--- src/design/assert_macros.svh ---
// Assertion macros shared by the colour vote RTL.
// IMP checks an implication in the same cycle, NXT in the next cycle.
`ifndef ASSERT_MACROS_SVH
`define ASSERT_MACROS_SVH
`ifndef SYNTHESIS
`define CPCV_ASSERT_IMP(label, clk, rst_n, ante, cons) \
    label: assert property (@(posedge clk) disable iff (!rst_n) (ante) |-> (cons)) \
        else $error("cpcv assertion failed");
`define CPCV_ASSERT_NXT(label, clk, rst_n, ante, cons) \
    label: assert property (@(posedge clk) disable iff (!rst_n) (ante) |=> (cons)) \
        else $error("cpcv assertion failed");
`else
`define CPCV_ASSERT_IMP(label, clk, rst_n, ante, cons)
`define CPCV_ASSERT_NXT(label, clk, rst_n, ante, cons)
`endif
`endif

--- src/design/cpcv_pkg.sv ---
`timescale 1ns / 1ps

package cpcv_pkg;

    // Field and register widths
    localparam int LEVEL_W    = 8;
    localparam int TALLY_W    = 13;
    localparam int ENEMY_W    = 2;
    localparam int DIFF_W     = 8;
    localparam int PURPLE_W   = 12;
    localparam int VOTE_W     = 8;
    localparam int CFG_IDX_W  = 2;
    localparam int CFG_DATA_W = 12;

    // Defaults for top-level parameters
    localparam int DEF_MAX_POINTS  = 4096;
    localparam int DEF_QUEUE_DEPTH = 2;

    // Register map
    typedef enum logic [CFG_IDX_W-1:0] {
        CFG_ENEMY_COLOR,
        CFG_DIFF_RATIO,
        CFG_PURPLE_RATIO,
        CFG_VOTE_FRACTION
    } cfg_index_t;

    // Register reset values
    localparam logic [ENEMY_W-1:0]  ENEMY_RESET  = 2'd0;
    localparam logic [DIFF_W-1:0]   DIFF_RESET   = 8'd77;
    localparam logic [PURPLE_W-1:0] PURPLE_RESET = 12'd384;
    localparam logic [VOTE_W-1:0]   VOTE_RESET   = 8'd128;

    // Target colour codes; any other code votes on purple alone
    localparam logic [ENEMY_W-1:0] ENEMY_BLUE = 2'd0;
    localparam logic [ENEMY_W-1:0] ENEMY_RED  = 2'd1;

    typedef enum logic [1:0] {
        CLS_NONE,
        CLS_BLUE,
        CLS_RED,
        CLS_PURPLE
    } pixel_class_t;

    // One classified point travelling from front to back
    typedef struct packed {
        pixel_class_t cls;
        logic         last;
    } point_token_t;

    // Per-contour counts
    typedef struct packed {
        logic [TALLY_W-1:0] blue;
        logic [TALLY_W-1:0] red;
        logic [TALLY_W-1:0] purple;
        logic [TALLY_W-1:0] total;
    } tally_set_t;

endpackage

--- src/design/cpcv_classify.sv ---
`timescale 1ns / 1ps
`include "assert_macros.svh"

module cpcv_classify (
    input  logic                           clk,
    input  logic                           rst_n,
    input  logic                           in_valid,
    output logic                           in_ready,
    input  logic [cpcv_pkg::LEVEL_W-1:0]   blue_level,
    input  logic [cpcv_pkg::LEVEL_W-1:0]   green_level,
    input  logic [cpcv_pkg::LEVEL_W-1:0]   red_level,
    input  logic                           last_point,
    input  logic [cpcv_pkg::DIFF_W-1:0]    diff_ratio,
    input  logic [cpcv_pkg::PURPLE_W-1:0]  purple_ratio,
    output logic                           tok_valid,
    input  logic                           tok_ready,
    output cpcv_pkg::point_token_t         tok
);
    import cpcv_pkg::*;

    localparam int SumW   = LEVEL_W + 1;
    localparam int LimW   = SumW + DIFF_W;
    localparam int ProdW  = LEVEL_W + PURPLE_W;

    logic [SumW-1:0]    sum;
    logic [LimW-1:0]    limit;
    logic [LimW-1:0]    br_scaled;
    logic [LimW-1:0]    rb_scaled;
    logic [ProdW-1:0]   b_times_p;
    logic [ProdW-1:0]   r_times_p;
    logic [ProdW-1:0]   b_shift;
    logic [ProdW-1:0]   r_shift;
    logic               is_blue;
    logic               is_red;
    logic               is_purple;
    point_token_t       tok_next;
    point_token_t       tok_reg;
    logic               tok_valid_reg;
    logic               tok_valid_next;
    logic               load;

    // Colour tests; every ratio is compared by cross-multiplication
    always_comb
    begin
        sum       = SumW'(blue_level) + SumW'(red_level);
        limit     = LimW'(sum) * LimW'(diff_ratio);
        br_scaled = LimW'({LEVEL_W'(blue_level - red_level), 8'd0});
        rb_scaled = LimW'({LEVEL_W'(red_level - blue_level), 8'd0});
        b_times_p = ProdW'(blue_level) * ProdW'(purple_ratio);
        r_times_p = ProdW'(red_level) * ProdW'(purple_ratio);
        b_shift   = ProdW'({blue_level, 8'd0});
        r_shift   = ProdW'({red_level, 8'd0});
        is_blue   = (blue_level > red_level) && (br_scaled > limit);
        is_red    = (red_level > blue_level) && (rb_scaled > limit);
        is_purple = (b_times_p > r_shift) && (b_shift < r_times_p)
                    && (sum[SumW-1:1] > green_level);
    end

    // Pick the class in priority order
    always_comb
    begin
        tok_next.last = last_point;
        if (is_blue)
        begin
            tok_next.cls = CLS_BLUE;
        end
        else if (is_red)
        begin
            tok_next.cls = CLS_RED;
        end
        else if (is_purple)
        begin
            tok_next.cls = CLS_PURPLE;
        end
        else
        begin
            tok_next.cls = CLS_NONE;
        end
    end

    // Stage register: take a beat when empty or whenever the held one leaves
    assign in_ready = !tok_valid_reg || tok_ready;
    assign load     = in_valid && in_ready;

    always_comb
    begin
        if (load)
        begin
            tok_valid_next = 1'b1;
        end
        else if (tok_ready)
        begin
            tok_valid_next = 1'b0;
        end
        else
        begin
            tok_valid_next = tok_valid_reg;
        end
    end

    always_ff @(posedge clk or negedge rst_n)
    begin
        if (!rst_n)
        begin
            tok_valid_reg <= 1'b0;
        end
        else
        begin
            tok_valid_reg <= tok_valid_next;
        end
    end

    always_ff @(posedge clk)
    begin
        if (load)
        begin
            tok_reg <= tok_next;
        end
    end

    assign tok_valid = tok_valid_reg;
    assign tok       = tok_reg;

endmodule

--- src/design/cpcv_queue.sv ---
`timescale 1ns / 1ps
`include "assert_macros.svh"

module cpcv_queue #(
    parameter int DEPTH = cpcv_pkg::DEF_QUEUE_DEPTH
) (
    input  logic                    clk,
    input  logic                    rst_n,
    input  logic                    push_valid,
    output logic                    push_ready,
    input  cpcv_pkg::point_token_t  push_tok,
    output logic                    pop_valid,
    input  logic                    pop_ready,
    output cpcv_pkg::point_token_t  pop_tok
);
    import cpcv_pkg::*;

    localparam int PtrW = (DEPTH > 1) ? $clog2(DEPTH) : 1;
    localparam int CntW = $clog2(DEPTH + 1);
    localparam logic [PtrW-1:0] LastSlot = PtrW'(DEPTH - 1);
    localparam logic [CntW-1:0] FullCnt  = CntW'(DEPTH);

    point_token_t       slot_reg [DEPTH];
    logic [PtrW-1:0]    wr_ptr_reg;
    logic [PtrW-1:0]    wr_ptr_next;
    logic [PtrW-1:0]    rd_ptr_reg;
    logic [PtrW-1:0]    rd_ptr_next;
    logic [CntW-1:0]    count_reg;
    logic [CntW-1:0]    count_next;
    logic               push;
    logic               pop;

    assign push_ready = (count_reg != FullCnt);
    assign pop_valid  = (count_reg != '0);
    assign push       = push_valid && push_ready;
    assign pop        = pop_valid && pop_ready;
    assign pop_tok    = slot_reg[rd_ptr_reg];

    // Advance pointers with explicit wrap, track fill level
    always_comb
    begin
        wr_ptr_next = wr_ptr_reg;
        rd_ptr_next = rd_ptr_reg;
        count_next  = count_reg;
        if (push)
        begin
            wr_ptr_next = (wr_ptr_reg == LastSlot) ? '0 : wr_ptr_reg + PtrW'(1);
        end
        if (pop)
        begin
            rd_ptr_next = (rd_ptr_reg == LastSlot) ? '0 : rd_ptr_reg + PtrW'(1);
        end
        if (push && !pop)
        begin
            count_next = count_reg + CntW'(1);
        end
        else if (pop && !push)
        begin
            count_next = count_reg - CntW'(1);
        end
    end

    always_ff @(posedge clk or negedge rst_n)
    begin
        if (!rst_n)
        begin
            wr_ptr_reg <= '0;
            rd_ptr_reg <= '0;
            count_reg  <= '0;
        end
        else
        begin
            wr_ptr_reg <= wr_ptr_next;
            rd_ptr_reg <= rd_ptr_next;
            count_reg  <= count_next;
        end
    end

    always_ff @(posedge clk)
    begin
        if (push)
        begin
            slot_reg[wr_ptr_reg] <= push_tok;
        end
    end

    `CPCV_ASSERT_IMP(a_queue_bound, clk, rst_n, 1'b1, count_reg <= FullCnt)

endmodule

--- src/design/cpcv_tally.sv ---
`timescale 1ns / 1ps
`include "assert_macros.svh"

module cpcv_tally #(
    parameter int MAX_POINTS = cpcv_pkg::DEF_MAX_POINTS
) (
    input  logic                    clk,
    input  logic                    rst_n,
    input  logic                    tok_valid,
    output logic                    tok_ready,
    input  cpcv_pkg::point_token_t  tok,
    output logic                    set_valid,
    input  logic                    set_ready,
    output cpcv_pkg::tally_set_t    set
);
    import cpcv_pkg::*;

    localparam int TallyMax = (1 << TALLY_W) - 1;
    localparam int CapInt   = (MAX_POINTS < TallyMax) ? MAX_POINTS : TallyMax;
    localparam logic [TALLY_W-1:0] TallyCap = TALLY_W'(CapInt);

    tally_set_t     tally_reg;
    tally_set_t     tally_next;
    tally_set_t     bumped;
    tally_set_t     set_reg;
    logic           set_valid_reg;
    logic           set_valid_next;
    logic           pop;
    logic           close;
    logic           class_le_total;

    function automatic logic [TALLY_W-1:0] bump(input logic [TALLY_W-1:0] t);
        bump = (t < TallyCap) ? t + TALLY_W'(1) : TallyCap;
    endfunction

    // A closing beat may only leave when the count stage is free
    assign tok_ready = !tok.last || !set_valid_reg || set_ready;
    assign pop       = tok_valid && tok_ready;
    assign close     = pop && tok.last;

    // Saturating counts including the current point
    always_comb
    begin
        bumped        = tally_reg;
        bumped.total  = bump(tally_reg.total);
        case (tok.cls)
            CLS_BLUE:   bumped.blue   = bump(tally_reg.blue);
            CLS_RED:    bumped.red    = bump(tally_reg.red);
            CLS_PURPLE: bumped.purple = bump(tally_reg.purple);
            default:    bumped.blue   = tally_reg.blue;
        endcase
    end

    // Hold, advance, or clear at the end of a contour
    always_comb
    begin
        tally_next = tally_reg;
        if (close)
        begin
            tally_next = '0;
        end
        else if (pop)
        begin
            tally_next = bumped;
        end
    end

    always_comb
    begin
        if (close)
        begin
            set_valid_next = 1'b1;
        end
        else if (set_ready)
        begin
            set_valid_next = 1'b0;
        end
        else
        begin
            set_valid_next = set_valid_reg;
        end
    end

    always_ff @(posedge clk or negedge rst_n)
    begin
        if (!rst_n)
        begin
            tally_reg     <= '0;
            set_valid_reg <= 1'b0;
        end
        else
        begin
            tally_reg     <= tally_next;
            set_valid_reg <= set_valid_next;
        end
    end

    always_ff @(posedge clk)
    begin
        if (close)
        begin
            set_reg <= bumped;
        end
    end

    assign set_valid = set_valid_reg;
    assign set       = set_reg;

    // No class count runs ahead of the point count
    assign class_le_total = (tally_reg.blue <= tally_reg.total)
                            && (tally_reg.red <= tally_reg.total)
                            && (tally_reg.purple <= tally_reg.total);

    `CPCV_ASSERT_IMP(a_total_cap, clk, rst_n, 1'b1, tally_reg.total <= TallyCap)
    `CPCV_ASSERT_IMP(a_class_le_total, clk, rst_n, 1'b1, class_le_total)
    `CPCV_ASSERT_NXT(a_clear_on_close, clk, rst_n, close, tally_reg.total == '0)

endmodule

--- src/design/cpcv_vote.sv ---
`timescale 1ns / 1ps
`include "assert_macros.svh"

module cpcv_vote (
    input  logic                           clk,
    input  logic                           rst_n,
    input  logic                           set_valid,
    output logic                           set_ready,
    input  cpcv_pkg::tally_set_t           set,
    input  logic [cpcv_pkg::ENEMY_W-1:0]   enemy_color,
    input  logic [cpcv_pkg::VOTE_W-1:0]    vote_fraction,
    output logic                           out_valid,
    input  logic                           out_ready,
    output logic                           accepted,
    output logic [cpcv_pkg::TALLY_W-1:0]   blue_points,
    output logic [cpcv_pkg::TALLY_W-1:0]   red_points,
    output logic [cpcv_pkg::TALLY_W-1:0]   purple_points,
    output logic [cpcv_pkg::TALLY_W-1:0]   total_points
);
    import cpcv_pkg::*;

    localparam int NeedW = TALLY_W + VOTE_W;
    localparam int WideW = NeedW + 4;

    logic [NeedW-1:0]   need;
    logic [WideW-1:0]   need_nine;
    logic [WideW-1:0]   purple_scaled;
    logic [NeedW-1:0]   blue_scaled;
    logic [NeedW-1:0]   red_scaled;
    logic               accepted_next;
    logic               accepted_reg;
    tally_set_t         out_set_reg;
    logic               out_valid_reg;
    logic               out_valid_next;
    logic               load;

    // Vote: target share against F*n, purple share against 0.9*F*n
    always_comb
    begin
        need          = NeedW'(vote_fraction) * NeedW'(set.total);
        need_nine     = WideW'(need) + (WideW'(need) << 3);
        purple_scaled = (WideW'(set.purple) << 11) + (WideW'(set.purple) << 9);
        blue_scaled   = NeedW'({set.blue, 8'd0});
        red_scaled    = NeedW'({set.red, 8'd0});
        accepted_next = ((enemy_color == ENEMY_BLUE) && (blue_scaled > need))
                        || ((enemy_color == ENEMY_RED) && (red_scaled > need))
                        || (purple_scaled > need_nine);
    end

    // Output register: refill when empty or when the beat is taken
    assign set_ready = !out_valid_reg || out_ready;
    assign load      = set_valid && set_ready;

    always_comb
    begin
        if (load)
        begin
            out_valid_next = 1'b1;
        end
        else if (out_ready)
        begin
            out_valid_next = 1'b0;
        end
        else
        begin
            out_valid_next = out_valid_reg;
        end
    end

    always_ff @(posedge clk or negedge rst_n)
    begin
        if (!rst_n)
        begin
            out_valid_reg <= 1'b0;
        end
        else
        begin
            out_valid_reg <= out_valid_next;
        end
    end

    always_ff @(posedge clk)
    begin
        if (load)
        begin
            accepted_reg <= accepted_next;
            out_set_reg  <= set;
        end
    end

    assign out_valid     = out_valid_reg;
    assign accepted      = accepted_reg;
    assign blue_points   = out_set_reg.blue;
    assign red_points    = out_set_reg.red;
    assign purple_points = out_set_reg.purple;
    assign total_points  = out_set_reg.total;

    `CPCV_ASSERT_IMP(a_result_nonempty, clk, rst_n, out_valid_reg, out_set_reg.total != '0)

endmodule

--- src/design/contour_pixel_color_vote_core.sv ---
`timescale 1ns / 1ps

// Colour vote over one contour. Each beat carries the BGR pixel under one
// contour point; the beat with last_point set closes the contour and yields
// one result beat with the saturating blue, red, purple and total counts and
// the accept flag, after which the counts restart from zero. Points that are
// not last yield nothing. The block takes one point per clock cycle while no
// stage downstream stalls. A result passes from the classifier register
// through the queue and the closed-count register to the result register.
// A small queue between the classifier and the counters lets either side
// stall alone. Configuration writes take effect at once and are meant for
// idle periods only.
module contour_pixel_color_vote_core #(
    parameter int MAX_POINTS  = cpcv_pkg::DEF_MAX_POINTS,
    parameter int QUEUE_DEPTH = cpcv_pkg::DEF_QUEUE_DEPTH
) (
    input  logic                             clk,
    input  logic                             rst_n,
    input  logic                             cfg_wr_en,
    input  logic [cpcv_pkg::CFG_IDX_W-1:0]   cfg_index,
    input  logic [cpcv_pkg::CFG_DATA_W-1:0]  cfg_wdata,
    input  logic                             in_valid,
    output logic                             in_ready,
    input  logic [cpcv_pkg::LEVEL_W-1:0]     blue_level,
    input  logic [cpcv_pkg::LEVEL_W-1:0]     green_level,
    input  logic [cpcv_pkg::LEVEL_W-1:0]     red_level,
    input  logic                             last_point,
    output logic                             out_valid,
    input  logic                             out_ready,
    output logic                             accepted,
    output logic [cpcv_pkg::TALLY_W-1:0]     blue_points,
    output logic [cpcv_pkg::TALLY_W-1:0]     red_points,
    output logic [cpcv_pkg::TALLY_W-1:0]     purple_points,
    output logic [cpcv_pkg::TALLY_W-1:0]     total_points
);
    import cpcv_pkg::*;

    logic [ENEMY_W-1:0]   enemy_reg;
    logic [ENEMY_W-1:0]   enemy_next;
    logic [DIFF_W-1:0]    diff_reg;
    logic [DIFF_W-1:0]    diff_next;
    logic [PURPLE_W-1:0]  purple_reg;
    logic [PURPLE_W-1:0]  purple_next;
    logic [VOTE_W-1:0]    vote_reg;
    logic [VOTE_W-1:0]    vote_next;

    logic           cls_valid;
    logic           cls_ready;
    point_token_t   cls_tok;
    logic           q_valid;
    logic           q_ready;
    point_token_t   q_tok;
    logic           set_valid;
    logic           set_ready;
    tally_set_t     set;

    // Configuration register writes
    always_comb
    begin
        enemy_next  = enemy_reg;
        diff_next   = diff_reg;
        purple_next = purple_reg;
        vote_next   = vote_reg;
        if (cfg_wr_en)
        begin
            case (cfg_index_t'(cfg_index))
                CFG_ENEMY_COLOR:   enemy_next  = cfg_wdata[ENEMY_W-1:0];
                CFG_DIFF_RATIO:    diff_next   = cfg_wdata[DIFF_W-1:0];
                CFG_PURPLE_RATIO:  purple_next = cfg_wdata[PURPLE_W-1:0];
                CFG_VOTE_FRACTION: vote_next   = cfg_wdata[VOTE_W-1:0];
                default:           enemy_next  = enemy_reg;
            endcase
        end
    end

    always_ff @(posedge clk or negedge rst_n)
    begin
        if (!rst_n)
        begin
            enemy_reg  <= ENEMY_RESET;
            diff_reg   <= DIFF_RESET;
            purple_reg <= PURPLE_RESET;
            vote_reg   <= VOTE_RESET;
        end
        else
        begin
            enemy_reg  <= enemy_next;
            diff_reg   <= diff_next;
            purple_reg <= purple_next;
            vote_reg   <= vote_next;
        end
    end

    // Front: classify each point
    cpcv_classify u_classify (
        .clk          (clk),
        .rst_n        (rst_n),
        .in_valid     (in_valid),
        .in_ready     (in_ready),
        .blue_level   (blue_level),
        .green_level  (green_level),
        .red_level    (red_level),
        .last_point   (last_point),
        .diff_ratio   (diff_reg),
        .purple_ratio (purple_reg),
        .tok_valid    (cls_valid),
        .tok_ready    (cls_ready),
        .tok          (cls_tok)
    );

    // Decoupling queue
    cpcv_queue #(
        .DEPTH (QUEUE_DEPTH)
    ) u_queue (
        .clk        (clk),
        .rst_n      (rst_n),
        .push_valid (cls_valid),
        .push_ready (cls_ready),
        .push_tok   (cls_tok),
        .pop_valid  (q_valid),
        .pop_ready  (q_ready),
        .pop_tok    (q_tok)
    );

    // Back: count and close contours
    cpcv_tally #(
        .MAX_POINTS (MAX_POINTS)
    ) u_tally (
        .clk       (clk),
        .rst_n     (rst_n),
        .tok_valid (q_valid),
        .tok_ready (q_ready),
        .tok       (q_tok),
        .set_valid (set_valid),
        .set_ready (set_ready),
        .set       (set)
    );

    // Vote and result register
    cpcv_vote u_vote (
        .clk           (clk),
        .rst_n         (rst_n),
        .set_valid     (set_valid),
        .set_ready     (set_ready),
        .set           (set),
        .enemy_color   (enemy_reg),
        .vote_fraction (vote_reg),
        .out_valid     (out_valid),
        .out_ready     (out_ready),
        .accepted      (accepted),
        .blue_points   (blue_points),
        .red_points    (red_points),
        .purple_points (purple_points),
        .total_points  (total_points)
    );

endmodule

--- config.mk ---
export PLATFORM = sky130hd
export DESIGN_NAME = contour_pixel_color_vote_core
export DESIGN_NICKNAME = d
export VERILOG_FILES = /design/src/design/cpcv_pkg.sv /design/src/design/cpcv_classify.sv /design/src/design/cpcv_queue.sv /design/src/design/cpcv_tally.sv /design/src/design/cpcv_vote.sv /design/src/design/contour_pixel_color_vote_core.sv
export VERILOG_INCLUDE_DIRS = /design/src /design/src/design
export SDC_FILE = /design/constraint.sdc
export NUM_CORES = 1
export LEC_CHECK = 0
export BUFFER_PORTS_ARGS = -buffer_cell sky130_fd_sc_hd__buf_2
export CORE_ASPECT_RATIO = 2
export CORE_MARGIN = 8
export CORE_UTILIZATION = 40
export DETAILED_ROUTE_END_ITERATION = 8
export MAX_ROUTING_LAYER = met4
export RECOVER_POWER = 50
export SETUP_SLACK_MARGIN = 0.15
export SLEW_MARGIN = 5
export SYNTH_ARGS = -nofsm -noshare
export SYNTH_HDL_FRONTEND = slang
export SYNTH_SLANG_ARGS = --single-unit
--- constraint.sdc ---
create_clock -name clk -period 8.35 [get_ports clk]
set_input_delay 2.505 -clock clk [delete_from_list [all_inputs] [get_ports clk]]
set_output_delay 2.505 -clock clk [all_outputs]
set_load 0.05 [all_outputs]
# Word-level counts from Yosys, hierarchy flattened
# Memories as Yosys holds them, arrays and structs flattened.
# Index checks and enable logic that the tools add are counted.
[totals]
register_bits = 197
ram_bits = 6
inputBits = 44
out_inout_bits = 55
memories = 1
[memory_table]
columns = ["memory", "depth", "width", "read_ports", "rd_ports_with_merged_regs", "wr", "line", "source"]
rows = [
  ["u_queue.slot_reg", 2, 3, 1, 0, 1, "cpcv_queue.sv:23", "point_token_t slot_reg [DEPTH];"],
]
[classes]
add_sub_neg = 13
n_mul = 4
order_cmp = 14
n_eq_ne = 8
mux = 23
reduce_logical = 37
[op_table]
columns = ["operator", "count"]
rows = [
  ["$mux 52", 2],
  ["$mux 13", 7],
  ["$add 13x1->13 const B", 4],
  ["$lt 13x13->1 const B", 4],
  ["$gt 21x21->1", 2],
  ["$mul 8x12->20", 2],
  ["$gt 16x17->1", 2],
  ["$add 21x24->25", 1],
  ["$add 24x22->25", 1],
  ["$gt 25x25->1", 1],
  ["$gt 8x8->1", 3],
  ["$mul 8x13->21", 1],
  ["$gt 20x16->1", 1],
  ["$lt 16x20->1", 1],
  ["$mul 9x8->17", 1],
  ["$sub 8x8->8", 2],
  ["$logic_and 1x1->1", 13],
  ["$reduce_bool 2->1", 6],
  ["$mux 1", 10],
  ["$add 8x8->9", 1],
  ["$eq 2x2->1 const B", 4],
  ["$mux 2", 4],
  ["$reduce_and 2->1", 4],
  ["$eq 2x1->1 const B", 3],
  ["7 further kinds", 19],
]

# Depth between registers and ports, before layout
# An unclocked memory read counts as a cell.
[depth]
word_depth = 8
mapped_depth = 37
ltp_nobuf = 36

# Hierarchy
# Synthesis repeated with hierarchy kept, for this count alone.
[hier_totals]
cells_unflattened = 2702
hier_area_um2 = 25404.4
[modules_own_cells]
columns = ["mod", "instances", "cells_per_inst", "area_each_um2", "seq_area_each_um2"]
rows = [
  ["cpcv_classify", 1, 1265, 10552.6, 115.1],
  ["cpcv_vote", 1, 840, 8015.2, 1616.6],
  ["cpcv_tally", 1, 505, 5248.8, 2887.8],
  ["contour_pixel_color_vote_core", 1, 65, 1162.4, 759.5],
  ["cpcv_queue", 1, 27, 425.4, 280.3],
]

# Least setup slack after synthesis
# OpenSTA, ideal clock, no wires.
[synth_path]
path_type = "input to register"
from = "input port blue_level[2] (netlist name)"
to = "register u_classify.tok_reg, in the netlist u_classify.tok[1], data pin"
setup_ns = 0.254
arrival_time_ns = 8.971
path_slack_ns = -0.875
cell_stages = 35
path_buffers = 2
path_cell_list = "clkbuf_1 -> inv_1 -> ha_1 -> clkbuf_1 -> inv_1 -> a21oi_1 -> nor2_1 -> nor2_1 -> o21bai_1 -> a21oi_1 -> xnor2_1 -> and2_1 -> fa_1 -> inv_1 -> fa_1 -> inv_1 -> fa_1 -> inv_1 -> fa_1 -> inv_1 -> ha_1 -> nor3_1 -> o2111ai_1 -> a31oi_1 -> nor2_1 -> o21ai_0 -> nand2b_1 -> a21oi_1 -> xor2_1 -> ha_1 -> nand3_1 -> nor2_1 -> a221oi_1 -> a2111o_1 -> a21o_1"
[synth_between]
elab_chain_cells = 6
[synth_lines]
columns = ["element", "line", "source"]
rows = [
  ["start: declaration", "contour_pixel_color_vote_core.sv:24", "input logic [cpcv_pkg::LEVEL_W-1:0] blue_level,"],
  ["parallel branches: the longest is 6 deep, another holds $mul 9x8->17", "--", ""],
  ["end signal: assignment", "cpcv_classify.sv:117", "tok_reg <= tok_next;"],
  ["end: declaration", "cpcv_classify.sv:37", "point_token_t tok_reg;"],
]
# Several ways; the timed one is not identified.
# A chain may end at the register's enable or synchronous reset.

# Worst setup path after layout
[layout_path]
from = "input port red_level[0] (netlist name)"
to = "register u_classify.tok_reg, in the netlist u_classify.tok[1], data pin"
[layout_between]
elab_chain_cells = 6
[layout_lines]
columns = ["element", "line", "source"]
rows = [
  ["start: declaration", "contour_pixel_color_vote_core.sv:26", "input logic [cpcv_pkg::LEVEL_W-1:0] red_level,"],
  ["parallel branches: the longest is 6 deep, another holds $mul 9x8->17", "--", ""],
]
# Several ways; the timed one is not identified.

==> impl_metrics.py <==
metrics = {
    "status": {
        "status": "finished, violations left",
        "violations": "max-capacitance violations, max-slew violations",
    },
    "timing": {
        "setup_viol": 0,
        "clock.fmax_mhz": 121,
        "worst_pin_slew_ns": 3.19,
        "fin_skew_ns": 0.0161,
        "hold_violations": 0,
        "slew_viol_final": 92,
        "finalCritPeriodShare": 0.994,
        "period_needed_ns": 8.30,
        "setup_ws_ns": 0.0535,
        "relSlewSlack": -1.13,
        "grt_setup_unrepaired": "yes",
    },
    "yosys": {
        "yosysWarnings": 0,
        "yosysSeqAreaShare": 0.234,
        "synth_area_leaders": "fa_1 19%, ha_1 15%, edfxtp_1 14%",
        "synth_area_um2": 24100,
        "synthCells": 2536,
        "synth-simple-area-share": 0.169,
        "yosys_register_bits": 203,
        "ys.flop_type": "edfxtp_1",
        "synth_adder_area_share": 0.345,
        "synth_xor_xnor_area_share": 0.0493,
        "synth_edf_count": 114,
        "async_flop_share": 0.438,
        "yosysMostFrequentCell": "inv_1",
        "synth_nets": 3102,
        "synth_compound_area_frac": 0.113,
        "synth.area.mux_share": 0.0208,
        "yosysTopAreaCell": "fa_1",
        "synth.distinct_cells": 91,
        "synth_common_cells": "366 x inv_1, 289 x ha_1, 241 x nand2_1",
        "synth_top_area_frac": 0.193,
        "synth_top_family_by_area": "adder cells",
        "syn_avg_cell_area_um2": 9.52,
    },
    "cells_and_area": {
        "post-route-util": 0.473,
        "final_cell_area_um2": 28300,
        "layout-drive-gt1-share": 0.182,
        "syn_to_final_growth_pct": 17.3,
        "final_nets": 3385,
        "stdcell_count": 3610,
    },
    "setup_path": {
        "cp-startpoint": "red_level[0]",
        "cp-end-kind": "flip-flop",
        "crit_arrival_ns": 8.57,
        "cp_max_fo": 4,
        "worstPathRequired_ns": 8.63,
        "start_kind": "input port",
        "crit_type": "input port to flip-flop",
        "crit_slowest_cell": "fa_1",
        "rrSetupSlack_ns": 0.16,
        "crit_end": "u_classify.tok[1]",
        "max_stage_delay_ns": 0.50,
        "reg2reg_to": "u_vote.accepted",
        "r2r_cells": 34,
        "rr_startpoint": "u_tally.set[4]",
        "crit_top_cell": "fa_1",
    },
    "routing": {
        "drt-total-wl_mm": 70.9,
        "firstDrtPassIters": 5,
        "wl_per_cell_um": 19.6,
        "vias_per_cell": 5.37,
        "drt_iter0_markers": 700,
        "drc": 0,
        "vias": 19400,
        "ant_nets": 0,
    },
    "run": {
        "max_cap_violations": 2,
    },
    "global_route": {
        "grtUsageTotal": 0.213,
        "grt_max_degree": 59,
        "grt_pass1_vias": 21600,
        "antenna_found_initial": 4,
        "grt_pass1_wl_mm": 112,
        "grt-ovfl-total": 0,
    },
    "clocking": {
        "clkSinkCount": 203,
        "cts_buffers": 20,
        "clkLatencyLatePin_ns": 0.51,
        "cts_buffer_depth": 3,
        "clk_pin_slew_ns": 0.08,
        "cts_root_buffer": "clkbuf_16",
        "cts_max_level": 1,
        "tritoncts": "built",
    },
    "floorplan": {
        "die-height_um": 363,
        "core_area_um2": 59900,
        "fp-row-count": 127,
        "io_pins": 99,
        "die_w_um": 190,
        "die_area_um2": 69000,
        "initial_core_util": 0.403,
    },
    "place": {
        "gp_congestion": 0.942,
        "placed_area_um2": 27000,
        "portBuffers": 98,
        "dp_hpwl_mm": 58.3,
        "dpl_worst_slack_ns": -1.15,
        "placedCellCount": 3548,
    },
    "worst_hold_path": {
        "hp-class": "flip-flop to flip-flop",
    },
}
==> cell families (layout without fill, tap and decap cells) <==
| logic type | Yosys count | after routing |
|---|---|---|
| muxes | 45 | 45 |
| DFF | 203 | 203 |
| adders and majority gates | 526 | 526 |
| xor gates and xnor gates | 132 | 132 |
| buffers and inverters | 441 | 738 |
| other | 0 | 3 |
| AOI/OAI and AO/OA | 389 | 389 |
| and+or+nand+nor | 800 | 800 |
==> layer usage <==
metal / up-vias / track usage / wire, um
met4: 0 / 0.144 / 5420
met5: - / - / 0
li1: 9031 / - / -
met3: 215 / 0.0165 / 2020
met2: 450 / 0.416 / 39700
met1: 9680 / 0.191 / 23700
==> worst max-delay path: cells and delay by family <==
| family | cells | cell delay (ns) |
|---|---|---|
| fa+ha+maj | 8 | 2.95 |
| xor+xnor | 2 | 0.34 |
| buf+inv | 6 | 0.45 |
| simple gates | 7 | 0.70 |
| compound gates | 10 | 1.61 |
==> area by class of cell <==
type / instances / area [um2]
Sequential cell: 203 / 5660
Clock inverter: 7 / 70.1
Tap cell: 774 / 968
Inverter: 366 / 1380
Timing Repair Buffer: 336 / 2300
Multi-Input combinational cell: 1892 / 17300
Clock buffer: 29 / 587
Antenna cell: 3 / 7.51
Fill cell: 5744 / 31600
==> layout by cell type (no fill, tap or decap), types with 8 or more instances in the layout <==
cell / instances
inv_1: 361
ha_1: 280
nand2_1: 240
fa_1: 231
buf_4: 228
and2_1: 204
nor2_1: 118
edfxtp_1: 114
buf_2: 90
a21oi_1: 87
dfrtp_1: 79
xnor2_1: 63
o21ai_0: 59
xor2_1: 58
a22o_1: 39
mux2_2: 36
nand3_1: 35
a21o_1: 32
nand4_1: 31
nor2b_1: 29
nor3_1: 28
nand2b_1: 24
clkbuf_16: 22
or3_1: 21
o21bai_1: 21
clkbuf_1: 18
o21a_1: 14
a21oi_2: 12
a31o_2: 9
o21ai_1: 9
ha_4: 9
o21ai_2: 8
o211ai_1: 8
==> stage by stage <==
stage / hold slack (ns) / TNS (ns)
5_1_grt: 0.485 / -0.637
6_report: 0.464 / 0
3_3_place_gp: 0.445 / -1.91
2_1_floorplan: 0.421 / -0.483
4_1_cts: 0.473 / 0
3_5_place_dp: 0.448 / -2.32
==> how the worst min path moves through the flow <==
stage / startpoint / to / slack [ns] / cells past startpoint
final: u_tally.set[45] / u_vote.blue_points[6] / 0.46 / 0
after CTS: u_tally.set[45] / u_vote.blue_points[6] / 0.47 / 0
after floorplan: u_classify.tok[0] / u_queue.slot_reg[0][0] / 0.42 / 0
after global placement: u_tally.set[45] / u_vote.blue_points[6] / 0.44 / 0
after global routing: u_tally.set[45] / u_vote.blue_points[6] / 0.49 / 0
after detailed placement: u_tally.set[45] / u_vote.blue_points[6] / 0.45 / 0
==> what timing repair did <==
| action | 4_1_cts | 5_1_grt |
|---|---|---|
| hold endpoints to repair | 0 | 0 |
| gates cloned | 0 | 0 |
| pin swaps | 81 | 28 |
| hold buffers | 0 | 0 |
| buffers inserted | 20 | 3 |
| resized for setup | 71 | 30 |
| setup endpoints to repair | 3 | 3 |
Power is not shown: default switching activity piles up to over one toggle a cycle in this logic, so the estimate is an artifact.
